==> src/hdl/msu_pkg.sv <==
// Shared types and constants of the multiplicative schedule update block.
// Used by every module of the block but msu_ram; depends on nothing.
package msu_pkg;

  localparam int NODE_W = 10;
  localparam int QDEPTH = 4;
  localparam int DIV_STEPS = 96;

  typedef enum logic [2:0] {
    K_MEMBER   = 3'd0,
    K_END_SET  = 3'd1,
    K_END_PASS = 3'd2,
    K_READ     = 3'd3,
    K_RESTART  = 3'd4
  } cmd_kind_t;

  typedef enum logic [1:0] {
    ST_OK        = 2'd0,
    ST_SET_FULL  = 2'd1,
    ST_ZERO_NORM = 2'd2,
    ST_RANGE     = 2'd3
  } status_t;

  typedef enum logic [1:0] {
    CFG_THETA = 2'd0,
    CFG_NODES = 2'd1,
    CFG_PLEN  = 2'd2
  } cfg_idx_t;

  typedef struct packed {
    cmd_kind_t           kind;
    logic [NODE_W-1:0]   node;
    logic                last;
  } cmd_t;

  typedef struct packed {
    logic valid;
    cmd_t cmd;
  } q_push_t;

  typedef struct packed {
    logic [31:0] theta;
    logic [10:0] nodes;
    logic [31:0] plen;
  } cfg_t;

  typedef struct packed {
    logic        start;
    logic [95:0] dividend;
    logic [63:0] divisor;
  } div_req_t;

  typedef struct packed {
    logic        done;
    logic [63:0] quot;
  } div_rsp_t;

  typedef enum logic [4:0] {
    B_RST_DIV, B_RST_WAIT, B_CLEAR, B_IDLE, B_MEM_ADD, B_RD_WAIT,
    B_SET_MUL, B_SET_DEN, B_SET_DIV, B_SQ1, B_SQ2, B_SQ3, B_SQ4,
    B_MW_M, B_MW_W, B_MW_U, B_SET_FIN, B_PW_RD, B_PW_MH, B_PW_ML,
    B_PW_PROD, B_PW_DIV, B_PASS_ST, B_PASS_DIV, B_EMIT
  } back_state_t;

endpackage

==> src/hdl/msu_div.sv <==
// Shared restoring divider, one quotient bit per cycle over a 96-bit dividend.
// Depends on msu_pkg.
module msu_div import msu_pkg::*; (
  input  logic     clk,
  input  logic     rst_n,
  input  div_req_t req,
  output div_rsp_t rsp
);

  logic        busy_r, done_r;
  logic [6:0]  cnt_r;
  logic [63:0] rem_r, dvs_r;
  logic [95:0] dvd_r;
  logic [64:0] rem_sh, diff;
  logic        ge;

  assign rem_sh = {rem_r, dvd_r[95]};
  assign ge = (rem_sh >= {1'b0, dvs_r});
  assign diff = rem_sh - {1'b0, dvs_r};
  assign rsp.done = done_r;
  assign rsp.quot = dvd_r[63:0];

  always_ff @(posedge clk) begin
    if (!rst_n) begin
      busy_r <= 1'b0;
      done_r <= 1'b0;
      cnt_r <= '0;
    end else begin
      done_r <= 1'b0;
      if (busy_r) begin
        rem_r <= ge ? diff[63:0] : rem_sh[63:0];
        dvd_r <= {dvd_r[94:0], ge};
        cnt_r <= cnt_r + 1'b1;
        if (cnt_r == 7'(DIV_STEPS - 1)) begin
          busy_r <= 1'b0;
          done_r <= 1'b1;
        end
      end else if (req.start) begin
        busy_r <= 1'b1;
        cnt_r <= '0;
        rem_r <= '0;
        dvd_r <= req.dividend;
        dvs_r <= req.divisor;
      end
    end
  end

endmodule

==> config.mk <==
export PLATFORM = sky130hd
export DESIGN_NAME = msu_div
export DESIGN_NICKNAME = d
export VERILOG_FILES = /design/src/hdl/msu_pkg.sv /design/src/hdl/msu_div.sv
export SDC_FILE = /design/constraint.sdc
export NUM_CORES = 1
export LEC_CHECK = 0
export BUFFER_PORTS_ARGS = -buffer_cell sky130_fd_sc_hd__clkbuf_2
export CORE_UTILIZATION = 55
export CTS_CLUSTER_DIAMETER = 40
export DETAILED_ROUTE_END_ITERATION = 10
export MAX_ROUTING_LAYER = met4
export PLACE_DENSITY = 0.78
export SLEW_MARGIN = 20
export SYNTH_ARGS = -nofsm -noshare
export SYNTH_HDL_FRONTEND = slang
export SYNTH_SLANG_ARGS = --single-unit
==> constraint.sdc <==
create_clock -name clk -period 9.45 [get_ports clk]
set_input_delay 0.4725 -clock clk [delete_from_list [all_inputs] [get_ports clk]]
set_output_delay 0.4725 -clock clk [all_outputs]
set_load 0.005 [all_outputs]
==> key figures <==
Run status
  • Run status: completed

Die
  • Die Ht: 160 um
  • Core Region: 24500 um2
  • FP Rows: 57
  • Die width: 160 um
  • Num ports: 228
  • Die area: 25700 um2
  • Initial Util: 56.4%

Critical path
  • Flop2flop setup slack: 5400 ps
  • R2R Path End: rem_r[50]
  • Critical path peak fanout: 53
  • Critical Path RT: 9750 ps
  • Top cell by count, worst path: nor4_1
  • CP endpoint kind: flip-flop
  • Worst path cell trace: ha_1 > nand4_1 > or4_1 > nor4_1 > nand4_1 > nor4_1 > nor4_1 > nand2_2 > buf_4 > nor2_1 > a211oi_1
  • RR Startpoint: rem_r[40]
  • Slowest stage cell, crit path: or4_1
  • Delay-heaviest family, CP: simple AND/OR/NAND/NOR gates
  • Worst r2r path cells: 11
  • Critical path buffers and inverters: 1
  • Setup CP Type: reg -> reg
  • Critical Path AT: 4350 ps
  • Worst path max stage delay: 650 ps
  • Startpoint types: flip-flop

Routing
  • Via count: 10100
  • TritonRoute pass-1 iters: 5
  • Wl on met1: 13500 um
  • # DRC: 0
  • Routed WL per cell: 17.1 um
  • Max Used Layer: met4
  • Met3 Routed Length: 1920 um
  • Final ANT Viol Nets: 0
  • Metal2 WL: 14600 um
  • Starting DRT DRC Count: 859
  • Vias/cell: 5.65
  • Routed WL: 30600 um

Timing
  • Final Skew: 21.7 ps
  • RSZ-0062 raised after global routing: no
  • Worst slew pin tran: 842 ps
  • Tmin final: 4050 ps
  • Pins Over Slew Limit: 0
  • Slew headroom: 43.9%
  • Fin Hold WS: 131 ps
  • Fin. Hold Viols: 0
  • Final setup vio count: 0
  • Fin crit share: 42.8%
  • TNS Setup: 0 ps
  • Fmax: 247 MHz

Pwr
  • Max IR drop VDD: 0.000136 V
  • Power Density: 193 nW/um2
  • Design Power: 3.06 mW
  • Lkg Pwr: 6.63 nW

Synthesis
  • Register area share after synthesis: 50.0%
  • Post-synth top flop: edfxtp_1
  • Post-synthesis cell area: 13800 um2
  • Count of cell types in the netlist: 59
  • Post-synth EDFFs: 224
  • Register bit count reported by yosys: 233
  • Syn Inst Count: 1300
  • Post-synth ARST share: 0%
  • Syn Area/Cell: 10.6 um2
  • Synth warn: 0
  • Synth Net Count: 1529

Clock network
  • Clk_lat worst skew: 510 ps
  • CTS resizes: 0
  • Htree depth: 2
  • CTS Hold Bufs: 0
  • CTS max path bufs: 3
  • CTS tree: built
  • CTS root buffer: clkbuf_16
  • Setup bufs post-CTS: 0
  • Total clock sinks: 233
  • Clk pin slew, worst setup/hold paths: 60 ps
  • CTS buffer count: 35

Place
  • Gpl congestion: 0.961
  • HPWL Detailed: 21600 um
  • Dpl cell area: 14700 um2
  • # port buffers: 227

GRT
  • Total Routing Usage GR: 24.6%
  • Vias in the first global route: 10100
  • Initial antenna violation count: 0
  • Largest net degree at the start of global routing: 93
  • Global route total overflow: 0
  • First-pass GRT wire length: 49500 um

Layout
  • N_diodes: 0
  • Most frequent cells in the layout: clkbuf_2 (227), edfxtp_1 (224), nand2_1 (162), a21oi_1 (127), mux2_2 (95)
  • Fin area: 15800 um2
  • Area occupied by multi-input gates: 5850 um2
  • FF+latch area: 6910 um2
  • Area delta synth->final: 14.7%
  • Final nets: 1672
  • Layout cell share with drive strength beyond 1: 27.3%
  • Commonest non-fill, non-tap cell in the layout: clkbuf_2
  • Fillers: 1982

Job
  • Max-cap violations: 0

Min path
  • Type of the worst min-delay path: in -> reg
  • Hold Crit Start: req[58]
  • Hold endpoint: dvs_r[58]
  • Depth of the worst hold-timing path: 1
-- cell families (layout without fill, tap and decap cells) --
| group | count (synthesis) | count (layout) | share of synthesized area, % |
|---|---|---|---|
| AO/OA/AOI/OAI | 310 | 310 | 14.0 |
| XOR/XNOR | 58 | 58 | 3.68 |
| adder cells (fa/ha/maj) | 66 | 66 | 6.04 |
| buffers and inverters | 211 | 380 | 7.67 |
| flip-flops | 233 | 233 | 50.0 |
| multiplexers | 97 | 97 | 7.89 |
| AND/OR/NAND/NOR | 325 | 325 | 10.7 |
-- flip-flops by register name (all words and copies together), names as in the netlist --
signal  flops
dvd_r      96
dvs_r      64
rem_r      64
cnt_r       7
busy_r      1
done_r      1
-- Yosys cell counts, types with 23 or more instances --
cell type | instances | area [um2]
a21o_1 | 38 | 285
a21oi_1 | 127 | 636
buf_4 | 65 | 488
clkbuf_1 | 38 | 143
edfxtp_1 | 224 | 6730
ha_1 | 65 | 813
inv_1 | 85 | 319
mux2_2 | 95 | 1070
nand2_1 | 163 | 612
nor2_1 | 50 | 188
o21ai_0 | 44 | 220
xnor2_1 | 35 | 307
xor2_1 | 23 | 201
-- final cells by class --
| cell class | count | area share (%) |
|---|---|---|
| flip-flops and latches | 233 | 43.6 |
| inverters | 85 | 2.05 |
| clock buffers | 38 | 5.60 |
| multi-input cells | 856 | 36.9 |
| repair buffers | 232 | 7.44 |
| well taps | 324 | 2.56 |
| clock inverters | 25 | 1.79 |
-- worst max path at each step --
stage / end / from / cells past startpoint / slack (ps)
floorplan: dvd_r[0] / busy_r / 5 / 5050
global placement: rem_r[57] / rem_r[45] / 12 / 5560
detailed placement: rem_r[52] / rem_r[3] / 11 / 5480
CTS: rem_r[52] / rem_r[3] / 11 / 5470
global route: rem_r[42] / rem_r[41] / 11 / 5060
finish: rem_r[50] / rem_r[40] / 11 / 5400
-- routing by layer --
| metal | global-route usage [%] | vias up |
|---|---|---|
| li1 | - | 4929 |
| met1 | 31.9 | 4814 |
| met2 | 39.4 | 336 |
| met3 | 4.39 | 56 |
| met4 | 7.19 | 0 |
| met5 | - | - |
-- report_power, final --
part           switching, mW  internal, mW
clock                  0.487         0.806
sequential            0.0346          1.22
combinational          0.296         0.218
total                  0.817          2.24
-- worst reg2reg max path: stages, from the launching register on --
cell	delay, ps
edfxtp_1	400
ha_1	450
nand4_1	230
or4_1	650
nor4_1	310
nand4_1	130
nor4_1	200
nor4_1	110
nand2_2	360
buf_4	590
nor2_1	90
a211oi_1	300
-- metrics by stage --
stage / instances / setup slack, ps / util [%]
floorplan: 1300 / 5050 / -
global placement: 1730 / 5560 / 59.9
detailed placement: 1730 / 5480 / 59.9
CTS: 1793 / 5470 / 64.7
global route: 1793 / 5060 / 64.7
finish: 1793 / 5400 / 64.7
Note: power is estimated with default switching activity, not from simulation.
