<file path="config.mk">
export PLATFORM = sky130hd
export DESIGN_NAME = msu_queue
export DESIGN_NICKNAME = d
export VERILOG_FILES = /design/src/hdl/msu_pkg.sv /design/src/hdl/msu_queue.sv
export SDC_FILE = /design/constraint.sdc
export NUM_CORES = 1
export LEC_CHECK = 0
export ABC_AREA = 1
export BUFFER_PORTS_ARGS = -buffer_cell sky130_fd_sc_hd__buf_2
export CAP_MARGIN = 20
export CORE_UTILIZATION = 56
export DETAILED_ROUTE_END_ITERATION = 16
export PLACE_DENSITY = 0.79
export SETUP_SLACK_MARGIN = 0.4
export SYNTH_ARGS = -nofsm -noshare
export SYNTH_HDL_FRONTEND = slang
export SYNTH_SLANG_ARGS = --single-unit
</file>
<file path="constraint.sdc">
create_clock -name clk -period 2.15 [get_ports clk]
set_input_delay 0.5375 -clock clk [delete_from_list [all_inputs] [get_ports clk]]
set_output_delay 0.5375 -clock clk [all_outputs]
set_load 0.005 [all_outputs]
</file>
<file path="src/hdl/msu_pkg.sv">
// Shared types and constants of the multiplicative schedule update block.
// Used by every module of the block but msu_ram; depends on nothing.
package msu_pkg;

  localparam int NODE_W = 10;
  localparam int QDEPTH = 4;
  localparam int DIV_STEPS = 96;

  typedef enum logic [2:0] {
    K_MEMBER   = 3'd0,
    K_END_SET  = 3'd1,
    K_END_PASS = 3'd2,
    K_READ     = 3'd3,
    K_RESTART  = 3'd4
  } cmd_kind_t;

  typedef enum logic [1:0] {
    ST_OK        = 2'd0,
    ST_SET_FULL  = 2'd1,
    ST_ZERO_NORM = 2'd2,
    ST_RANGE     = 2'd3
  } status_t;

  typedef enum logic [1:0] {
    CFG_THETA = 2'd0,
    CFG_NODES = 2'd1,
    CFG_PLEN  = 2'd2
  } cfg_idx_t;

  typedef struct packed {
    cmd_kind_t           kind;
    logic [NODE_W-1:0]   node;
    logic                last;
  } cmd_t;

  typedef struct packed {
    logic valid;
    cmd_t cmd;
  } q_push_t;

  typedef struct packed {
    logic [31:0] theta;
    logic [10:0] nodes;
    logic [31:0] plen;
  } cfg_t;

  typedef struct packed {
    logic        start;
    logic [95:0] dividend;
    logic [63:0] divisor;
  } div_req_t;

  typedef struct packed {
    logic        done;
    logic [63:0] quot;
  } div_rsp_t;

  typedef enum logic [4:0] {
    B_RST_DIV, B_RST_WAIT, B_CLEAR, B_IDLE, B_MEM_ADD, B_RD_WAIT,
    B_SET_MUL, B_SET_DEN, B_SET_DIV, B_SQ1, B_SQ2, B_SQ3, B_SQ4,
    B_MW_M, B_MW_W, B_MW_U, B_SET_FIN, B_PW_RD, B_PW_MH, B_PW_ML,
    B_PW_PROD, B_PW_DIV, B_PASS_ST, B_PASS_DIV, B_EMIT
  } back_state_t;

endpackage

</file>
<file path="src/hdl/msu_queue.sv">
// Short command queue between the front end and the back end.
// Depends on msu_pkg.
module msu_queue import msu_pkg::*; (
  input  logic    clk,
  input  logic    rst_n,
  input  q_push_t push,
  output logic    full,
  input  logic    pop,
  output logic    q_valid,
  output cmd_t    q_cmd
);

  localparam int PW = $clog2(QDEPTH);

  cmd_t            mem_r [QDEPTH];
  logic [PW-1:0]   wp_r, rp_r;
  logic [PW:0]     cnt_r, cnt_nxt;

  assign full = (cnt_r == (PW+1)'(QDEPTH));
  assign q_valid = (cnt_r != '0);
  assign q_cmd = mem_r[rp_r];

  always_comb begin
    cnt_nxt = cnt_r;
    if (push.valid && !(pop && q_valid)) begin
      cnt_nxt = cnt_r + 1'b1;
    end else if (!push.valid && pop && q_valid) begin
      cnt_nxt = cnt_r - 1'b1;
    end
  end

  always_ff @(posedge clk) begin
    if (!rst_n) begin
      wp_r <= '0;
      rp_r <= '0;
      cnt_r <= '0;
    end else begin
      cnt_r <= cnt_nxt;
      if (push.valid) begin
        wp_r <= wp_r + 1'b1;
      end
      if (pop && q_valid) begin
        rp_r <= rp_r + 1'b1;
      end
    end
  end

  always_ff @(posedge clk) begin
    if (push.valid) begin
      mem_r[wp_r] <= push.cmd;
    end
  end

endmodule

</file>
==> results.txt, run 1 <==
The number of buffers added to fix hold violations after cts came out at 0. Adding up every negative setup slack in the final design gives 0 ns. The number of buffer cells added on primary ports works out to 33. The critical path in this run is classified as reg -> out. Count of H-tree levels built during CTS: 3. Counting the buffers created by CTS gives 9.

Once detailed placement completed, the half-perimeter wirelength came to 2580 µm. The ratio of final minimum period to clock period works out to 89.6%. During synthesis, Yosys emitted a total of 0 warnings. For this design the static power due to leakage is 1.21 nW.

The maximum vdd drop was 0.606 mV; the overall overflow remaining after global route was 0. CTS placed an instance of sky130_fd_sc_hd__clkbuf_8 at the clock tree root. After the last flow step, the layout net total stands at 271. After synthesis, the share of cell area in mux cells is 0%.

The global placer's final weighted congestion was 0.730; the largest net degree at the start of global routing was 29. Count of TritonRoute iterations in the first routing pass: 4. Global routing consumed, over all layers together, 20.5% of the routing resources. The final count of hold timing violations was 0; the number of primary I/O pins was 34.

The via count of the first global-routing pass is 1550, and the number of antenna violations at the first check in global routing is 0. The number of max-slew violations in the final report is 0. The standard-cell row count was 24.

For the pin with the worst max-slew slack, the measured transition is 0.229 ns. Worst path required time: 1.61 ns. 0 antenna diodes ended up in the layout.

Registers take 0.00187 mm². In this run the mean area of a mapped cell was 12.8 µm². Summing the areas of all fa, ha and maj instances in the mapped netlist gives 2.74% of the synthesized area. The die area is 0.00484 mm², and the cell area power density is 984 mW/mm². For the clock latency on the worst-skew pair, the log shows 0.33 ns. The number of violations reported at the end of detailed-routing iteration 0 is 183.

TritonCTS built the clock tree. The run gives 2 as the maximum number of buffers from clock root to sink. The clock drives 65 sinks. The chip width came out at 69.6 µm. The count of nets left with antenna violations once routing finished came out at 0. For this run, design rule violations remaining after detail routing come to 0.

The critical path startpoint category was a flop. The pre-CTS worst setup slack was 0.361 ns; the wire length of the first global-routing pass was 7170 µm. The run finished with clean final reports. Summing the areas of all and, or, nand and nor instances in the mapped netlist gives 9.83% of the synthesized area. Synthesis produced a netlist with a net count of 223. In the final routed layout, each cell accounts on average for 15.4 µm.

Summed over all layers, the routed wires come to 4700 µm. The run gives 0 as the final count of negative-setup-slack endpoints. For the placeable core region, the log shows 0.00438 mm².

Setup repair after global routing could not meet its margin everywhere. Summing the areas of all compound-gate instances in the mapped netlist gives 10.7% of the synthesized area. The cell count after synthesis came out at 200.

The clock skew was 0.00430 ns; the proportion of synthesized chip area in sequential cells was 72.8%. For the endpoint arrival time on the critical path, the log shows 1.39 ns. The number of max-cap violations was 0.

The worst slew slack as a fraction of its limit is 84.7%, and the highest net fanout along the worst path is 8. The run gives 1615 as the total via count in the routed design. For this configuration, the core starts out at a cell density of 58.3%.

After synthesis the netlist holds a flip-flop and latch count of 65. The routed design could run at a clock period as short as 1.93 ns. The total standard cell area after synthesis came out at 0.00256 mm². Dividing the detail-routed via count by the number of cells gives 5.31. In the final layout, the share of cells above drive strength 1 is 29.8%.

After synthesis, the largest family of logic cells by area is compound AO/OA/AOI/OAI gates. The synthesized netlist devotes 0% of its cell area to XOR and XNOR gates. The number of distinct library cells after synthesis was 21; the total area of multi-input combinational cells was 611 µm². The run gives 292 as the filler cell count in the final layout.

From synthesis to final layout, the design area changed by 22.8%. STA classifies the critical path endpoint as an output pin. The path type of the worst min-delay path was in -> reg. The die is 69.6 µm tall. Clock-pin slew was measured on the worst setup and hold paths at 0.07 ns. After layout, the worst setup slack is 0.223 ns.

Derived from the worst setup path, the maximum achievable clock frequency is 519 MHz.
==> placed cells by master, fill, tap and decap left out, types with 2 or more instances in the layout <==
cell type and instances:
sky130_fd_sc_hd__bufinv_16 2, sky130_fd_sc_hd__nor2_1 34, sky130_fd_sc_hd__nand2_4 2, sky130_fd_sc_hd__clkbuf_8 9
sky130_fd_sc_hd__edfxtp_1 56, sky130_fd_sc_hd__o22ai_1 14, sky130_fd_sc_hd__o21ai_0 18, sky130_fd_sc_hd__o21ai_1 10
sky130_fd_sc_hd__inv_1 12, sky130_fd_sc_hd__nand3_2 2, sky130_fd_sc_hd__dfxtp_1 6, sky130_fd_sc_hd__buf_12 2
sky130_fd_sc_hd__dfxtp_4 2, sky130_fd_sc_hd__clkbuf_16 2, sky130_fd_sc_hd__nand3_1 2, sky130_fd_sc_hd__ha_1 4
sky130_fd_sc_hd__a21oi_1 6, sky130_fd_sc_hd__o21ai_2 3, sky130_fd_sc_hd__nand3b_1 2, sky130_fd_sc_hd__buf_4 7
sky130_fd_sc_hd__clkinvlp_4 2, sky130_fd_sc_hd__buf_2 33, sky130_fd_sc_hd__nand2_1 11
==> per-stage QoR <==
step | cell area (µm²) | hold slack [ns] | util [%] | total power, mW | instances
finish | 3140 | 0.421 | 71.7 | 3.09 | 304
global route | 3140 | 0.400 | 71.7 | 3.24 | 304
CTS | 3060 | 0.403 | 69.8 | 3.04 | 302
detailed placement | 2790 | 0.468 | 63.6 | 1.92 | 283
global placement | 2790 | 0.466 | 63.6 | 1.91 | 283
floorplan | 2560 | 0.445 | - | 1.77 | 200
==> path summary, 6_finish.rpt <==
kind                    startpoint               endpoint  slack [ns]  cells after the start
max                           flop              q_cmd[13]        0.22                      4
min reg2reg   rp_r[1]$_SDFFE_PN0P_                   flop        0.48                      2
max reg2reg  cnt_r[1]$_SDFFE_PN0P_  cnt_r[2]$_SDFFE_PN0P_        0.59                      8
min                        push[5]  mem_r[3][5]$_DFFE_PP_        0.42                      1
==> power breakdown <==
group,internal [mW],switching [mW],leakage [nW]
Combinational,0.224,0.273,0.520
Clock,0.647,0.451,0.102
Sequential,1.44,0.0529,0.590
==> per-layer routing <==
layer / up-vias / track usage, % / routed length, µm
li1: 814 / - / -
met5: - / 0 / 0
met3: 5 / 8.14 / 315
met1: 736 / 25.2 / 1960
met4: 0 / 8.39 / 44
met2: 60 / 32.6 / 2380
==> state kept, by name, summed over array words and instances (netlist names), named ones only <==
| register | count |
|---|---|
| cnt_r | 3 |
| rp_r | 2 |
| wp_r | 2 |
| mem_r | 56 |
==> worst max-delay path, stage by stage, from the launching register on <==
cell,delay [ns]
sky130_fd_sc_hd__dfxtp_4,0.47
sky130_fd_sc_hd__buf_12,0.15
sky130_fd_sc_hd__o21ai_1,0.07
sky130_fd_sc_hd__o22ai_1,0.22
sky130_fd_sc_hd__buf_2,0.15
==> what timing repair did <==
item | in CTS | in global routing
pin swaps | 0 | 7
gates resized for setup | 11 | 22
gates cloned | 0 | 2
setup buffers | 4 | 0
setup endpoints to repair | 14 | 15
==> synth_stat cells <==
cell | instances | area [µm²]
sky130_fd_sc_hd__buf_4 | 3 | 22.5
sky130_fd_sc_hd__o21ai_1 | 1 | 5.00
sky130_fd_sc_hd__dfxtp_1 | 9 | 180
sky130_fd_sc_hd__edfxtp_1 | 56 | 1680
sky130_fd_sc_hd__fa_1 | 1 | 20.0
sky130_fd_sc_hd__inv_1 | 13 | 48.8
sky130_fd_sc_hd__ha_1 | 4 | 50.1
sky130_fd_sc_hd__nand3_1 | 2 | 10.0
sky130_fd_sc_hd__nand2_4 | 2 | 22.5
sky130_fd_sc_hd__o22ai_1 | 14 | 87.6
sky130_fd_sc_hd__nor3_1 | 1 | 5.00
sky130_fd_sc_hd__inv_2 | 2 | 7.51
sky130_fd_sc_hd__nand2_1 | 11 | 41.3
sky130_fd_sc_hd__nand3b_1 | 2 | 15.0
sky130_fd_sc_hd__o21ai_0 | 30 | 150
sky130_fd_sc_hd__nand2_2 | 1 | 6.26
sky130_fd_sc_hd__buf_2 | 3 | 15.0
sky130_fd_sc_hd__nor2_1 | 35 | 131
sky130_fd_sc_hd__nand3_2 | 2 | 20.0
sky130_fd_sc_hd__a21oi_1 | 6 | 30.0
sky130_fd_sc_hd__clkbuf_1 | 2 | 7.51
==> cell families after synthesis <==
family | Yosys count
flops | 65
fa+ha+maj | 5
compound gates | 51
simple gates | 56
buf+inv | 23
==> area by class of cell <==
| class | count | share of cell area (%) |
|---|---|---|
| Multi-Input combinational cell | 112 | 19.4 |
| Clock inverter | 5 | 2.59 |
| Sequential cell | 65 | 59.5 |
| Clock buffer | 10 | 4.06 |
| Tap cell | 52 | 2.07 |
| Inverter | 15 | 2.15 |
| Timing Repair Buffer | 45 | 10.2 |
(Power assumes the default switching activity.)
==> inputs of run 2 (changes only) <==
Settings changed: REMOVE_ABC_BUFFERS set to 1.
==> run 2 against run 1 <==
  * Wire length fell by 5.1%
  * Hold slack improved by 0.00069 ns
  * Global-route usage fell by 0.27 points
  * Core utilization fell by 2.2 points
  * Die area did not move
  * Design area fell by 3.1%
  * Critical path type unchanged
==> results.txt, run 2 (synthesis results as in run 1) <==
The flow ran to the end, and the final reports show no timing, DRC or antenna violations. The number of max-slew violations in the final report is 0. Leaving out fill and tap cells, the most frequent cell in the layout is sky130_fd_sc_hd__edfxtp_1. After legalization and detailed placement, the total HPWL measured 2700 µm. The run gives 29.3% as the clock group share of total power. The run gives 53.8% as the register share of total power.

The first TritonRoute pass finished after 4 iterations. The filler cell count in the final layout was 319. The detail route stage leaves a number of antenna-violating nets equal to 0.

The number of max-cap violations is 0, and the switching part of the total power is 26.4%. The largest incremental delay on the critical path was 0.43 ns; the clock latency on the worst-skew pair was 0.33 ns. The number of clock buffers added by TritonCTS is 9. At the end of routability-driven placement, the weighted congestion stood at 0.844. The part of the total power dissipated in combinational logic was 16.9%.

The path with the worst hold slack has its endpoint at mem_r[1][10]$_DFFE_PP_. The net count of the finished layout is 268. The worst register-to-register path ends at cnt_r[2]$_SDFFE_PN0P_. For the wire length of the first global-routing pass, the log shows 7220 µm. The final route contains 1623 vias. The count of buffers added on input and output ports is 33.

For the number of antenna violations at the first check in global routing, the log shows 0. The area growth from synthesis to final layout works out to 19.0%. The wire length reported by the detailed router is 4460 µm, and the die boundary height is 69.6 µm. The count of cells along the worst register-to-register path works out to 8. After global routing the overflow that remains totals 0. The final count of hold timing violations came out at 0.

The sequential cells in the finished layout cover a total of 0.00187 mm². The routed wirelength normalized by instance count works out to 14.8 µm. Setup slack on the worst reg-to-reg path comes out at 0.55 ns. After detailed routing, the number of vias per cell comes to 5.39. Count of H-tree levels built during CTS: 3. The worst-case IR drop observed on VDD is 0.538 mV.

Start point of the worst min-delay path: push[10]. The floorplan step defined a core boundary enclosing 0.00438 mm². The number of violations reported at the end of detailed-routing iteration 0 is 91, and the number of primary I/O pins is 34.

The fraction of final layout cells with drive strength greater than 1 is 28.9%, and the standby leakage power is 1.17 nW. By startpoint and endpoint, the worst setup path is classified as reg -> out. From left edge to right edge, the die measures 69.6 µm. After routing, the total negative slack on setup checks comes to 0 ns. The hold-critical path depth works out to 1. The tools report the startpoint of the worst-slack reg-to-reg timing path as cnt_r[0]$_SDFFE_PN0P_.

The floorplan step defined a die boundary enclosing 0.00484 mm². The initial cell density of the core is 58.3%, and the remaining design rule violation count is 0. After detailed placement, the total cell area comes to 0.00280 mm².

After clock tree synthesis, the clock-pin slew on the worst setup and hold paths is 0.06 ns. Via count of the first global-routing pass: 1578. For the total routing resource utilization after global routing, the log shows 20.3%. For the largest net degree at the start of global routing, the log shows 29. The largest registers in the layout are mem_r (56), cnt_r (3). In the layout the commonest cells are sky130_fd_sc_hd__edfxtp_1, sky130_fd_sc_hd__nor2_1, sky130_fd_sc_hd__buf_2, sky130_fd_sc_hd__o22ai_1, sky130_fd_sc_hd__o21ai_0.

The slowest stage of the critical path is the sky130_fd_sc_hd__dfxtp_4 cell. For the maximum number of buffers from clock root to sink, the log shows 2. The tree is rooted in a sky130_fd_sc_hd__clkbuf_8.

On the critical path the largest part of the delay comes from flip-flops. Setup repair after global routing could not meet its margin everywhere. The logs give 0.00304 mm² for the final instance area and 85.5% for the worst slew slack as a fraction of its limit. In the final layout, the multi-input gates occupy 612 µm².

For the worst setup path, the data required time is 1.61 ns. TritonCTS built the clock tree. STA classifies the critical path startpoint as a flop. For the pin with the worst max-slew slack, the measured transition is 0.217 ns. The worst path needs 1.86 ns of the cycle, external delays included. The flip-flop count of the largest register, all copies and words added came out at 56. The cell area power density came out at 912 mW/mm². The register with the most flip-flops was mem_r.

The highest net fanout along the worst path works out to 7. The min-delay analysis places its worst path in the category in -> reg. The clock skew was 0.00551 ns.

The type of destination of the critical path was an output pin. The repair_antennas step left the layout with diodes totalling 0. The post-CTS repair timing setup buffer count was 0; the internal power was 2.04 mW. Counting every sink on the clock net gives 65.

After layout, the worst path uses 86.7% of the clock period. Derived from the worst setup path, the maximum achievable clock frequency is 536 MHz. Setup violations remaining at the end of the flow were counted as 0. The net switching power came out at 0.733 mW.

The number of buffers and inverters on the critical path is 2. STA puts the critical path data arrival time at 1.33 ns. Traced cell by cell, the critical path runs through clkinvlp_4 > o21ai_1 > o22ai_1 > buf_2. The tightest hold margin was 0.421 ns.

The initialized floorplan defines 24 standard-cell rows.
[run 2: changes by cell type in the layout (fill, tap and decap cells not counted), sizes merged]
cell / previous run / this run
clkbuf: 12 / 10
clkinv: 2 / 5
bufinv: 2 / 0
buf: 43 / 41
[run 2: cell type report]
class	instances	share of cell area [%]
Timing Repair inverter	1	0.247
Clock buffer	10	4.19
Inverter	15	2.22
Clock inverter	5	0.781
Multi-Input combinational cell	112	20.1
Sequential cell	65	61.5
Tap cell	52	2.14
Timing Repair Buffer	41	8.84
[run 2: power groups by stage]
| stage | clock [mW] | sequential, mW | combinational, mW |
|---|---|---|---|
| 3_3_place_gp | 0 | 1.50 | 0.420 |
| 5_1_grt | 0.884 | 1.50 | 0.522 |
| 4_1_cts | 0.826 | 1.49 | 0.464 |
| 6_report | 0.813 | 1.49 | 0.470 |
| 3_5_place_dp | 0 | 1.50 | 0.432 |
| 2_1_floorplan | 0 | 1.51 | 0.234 |
[run 2: metal layers]
layer  vias up  share of wire, %  global-route usage (%)
li1        810                 -                       -
met1       766                44                    24.4
met2        38                50                    33.0
met3         9               4.4                    5.81
met4         0               2.0                    10.9
met5         -                 0                       0
[run 2: how the worst max path moves through the flow]
stage | cells past startpoint | from | end
4_1_cts | 4 | flop | q_cmd[4]
3_3_place_gp | 7 | pop | cnt_r[2]$_SDFFE_PN0P_
3_5_place_dp | 7 | pop | cnt_r[2]$_SDFFE_PN0P_
2_1_floorplan | 3 | flop | q_cmd[0]
6_report | 4 | flop | q_cmd[0]
5_1_grt | 4 | flop | q_cmd[0]
[run 2: per-stage QoR]
stage / utilization, % / instances / power, mW / setup slack [ns]
after floorplan: - / 192 / 1.75 / 0.366
after global placement: 63.8 / 284 / 1.92 / 0.464
after detailed placement: 63.8 / 284 / 1.93 / 0.408
after CTS: 69.0 / 301 / 2.78 / 0.309
after global routing: 69.4 / 301 / 2.91 / 0.223
final: 69.4 / 301 / 2.78 / 0.286
[run 2: what timing repair did]
action	4_1_cts	5_1_grt
endpoints found under the hold margin	0	0
resized for setup	26	13
hold buffers	0	0
setup endpoints to repair	14	15
gates cloned	2	0
pin swaps	2	4
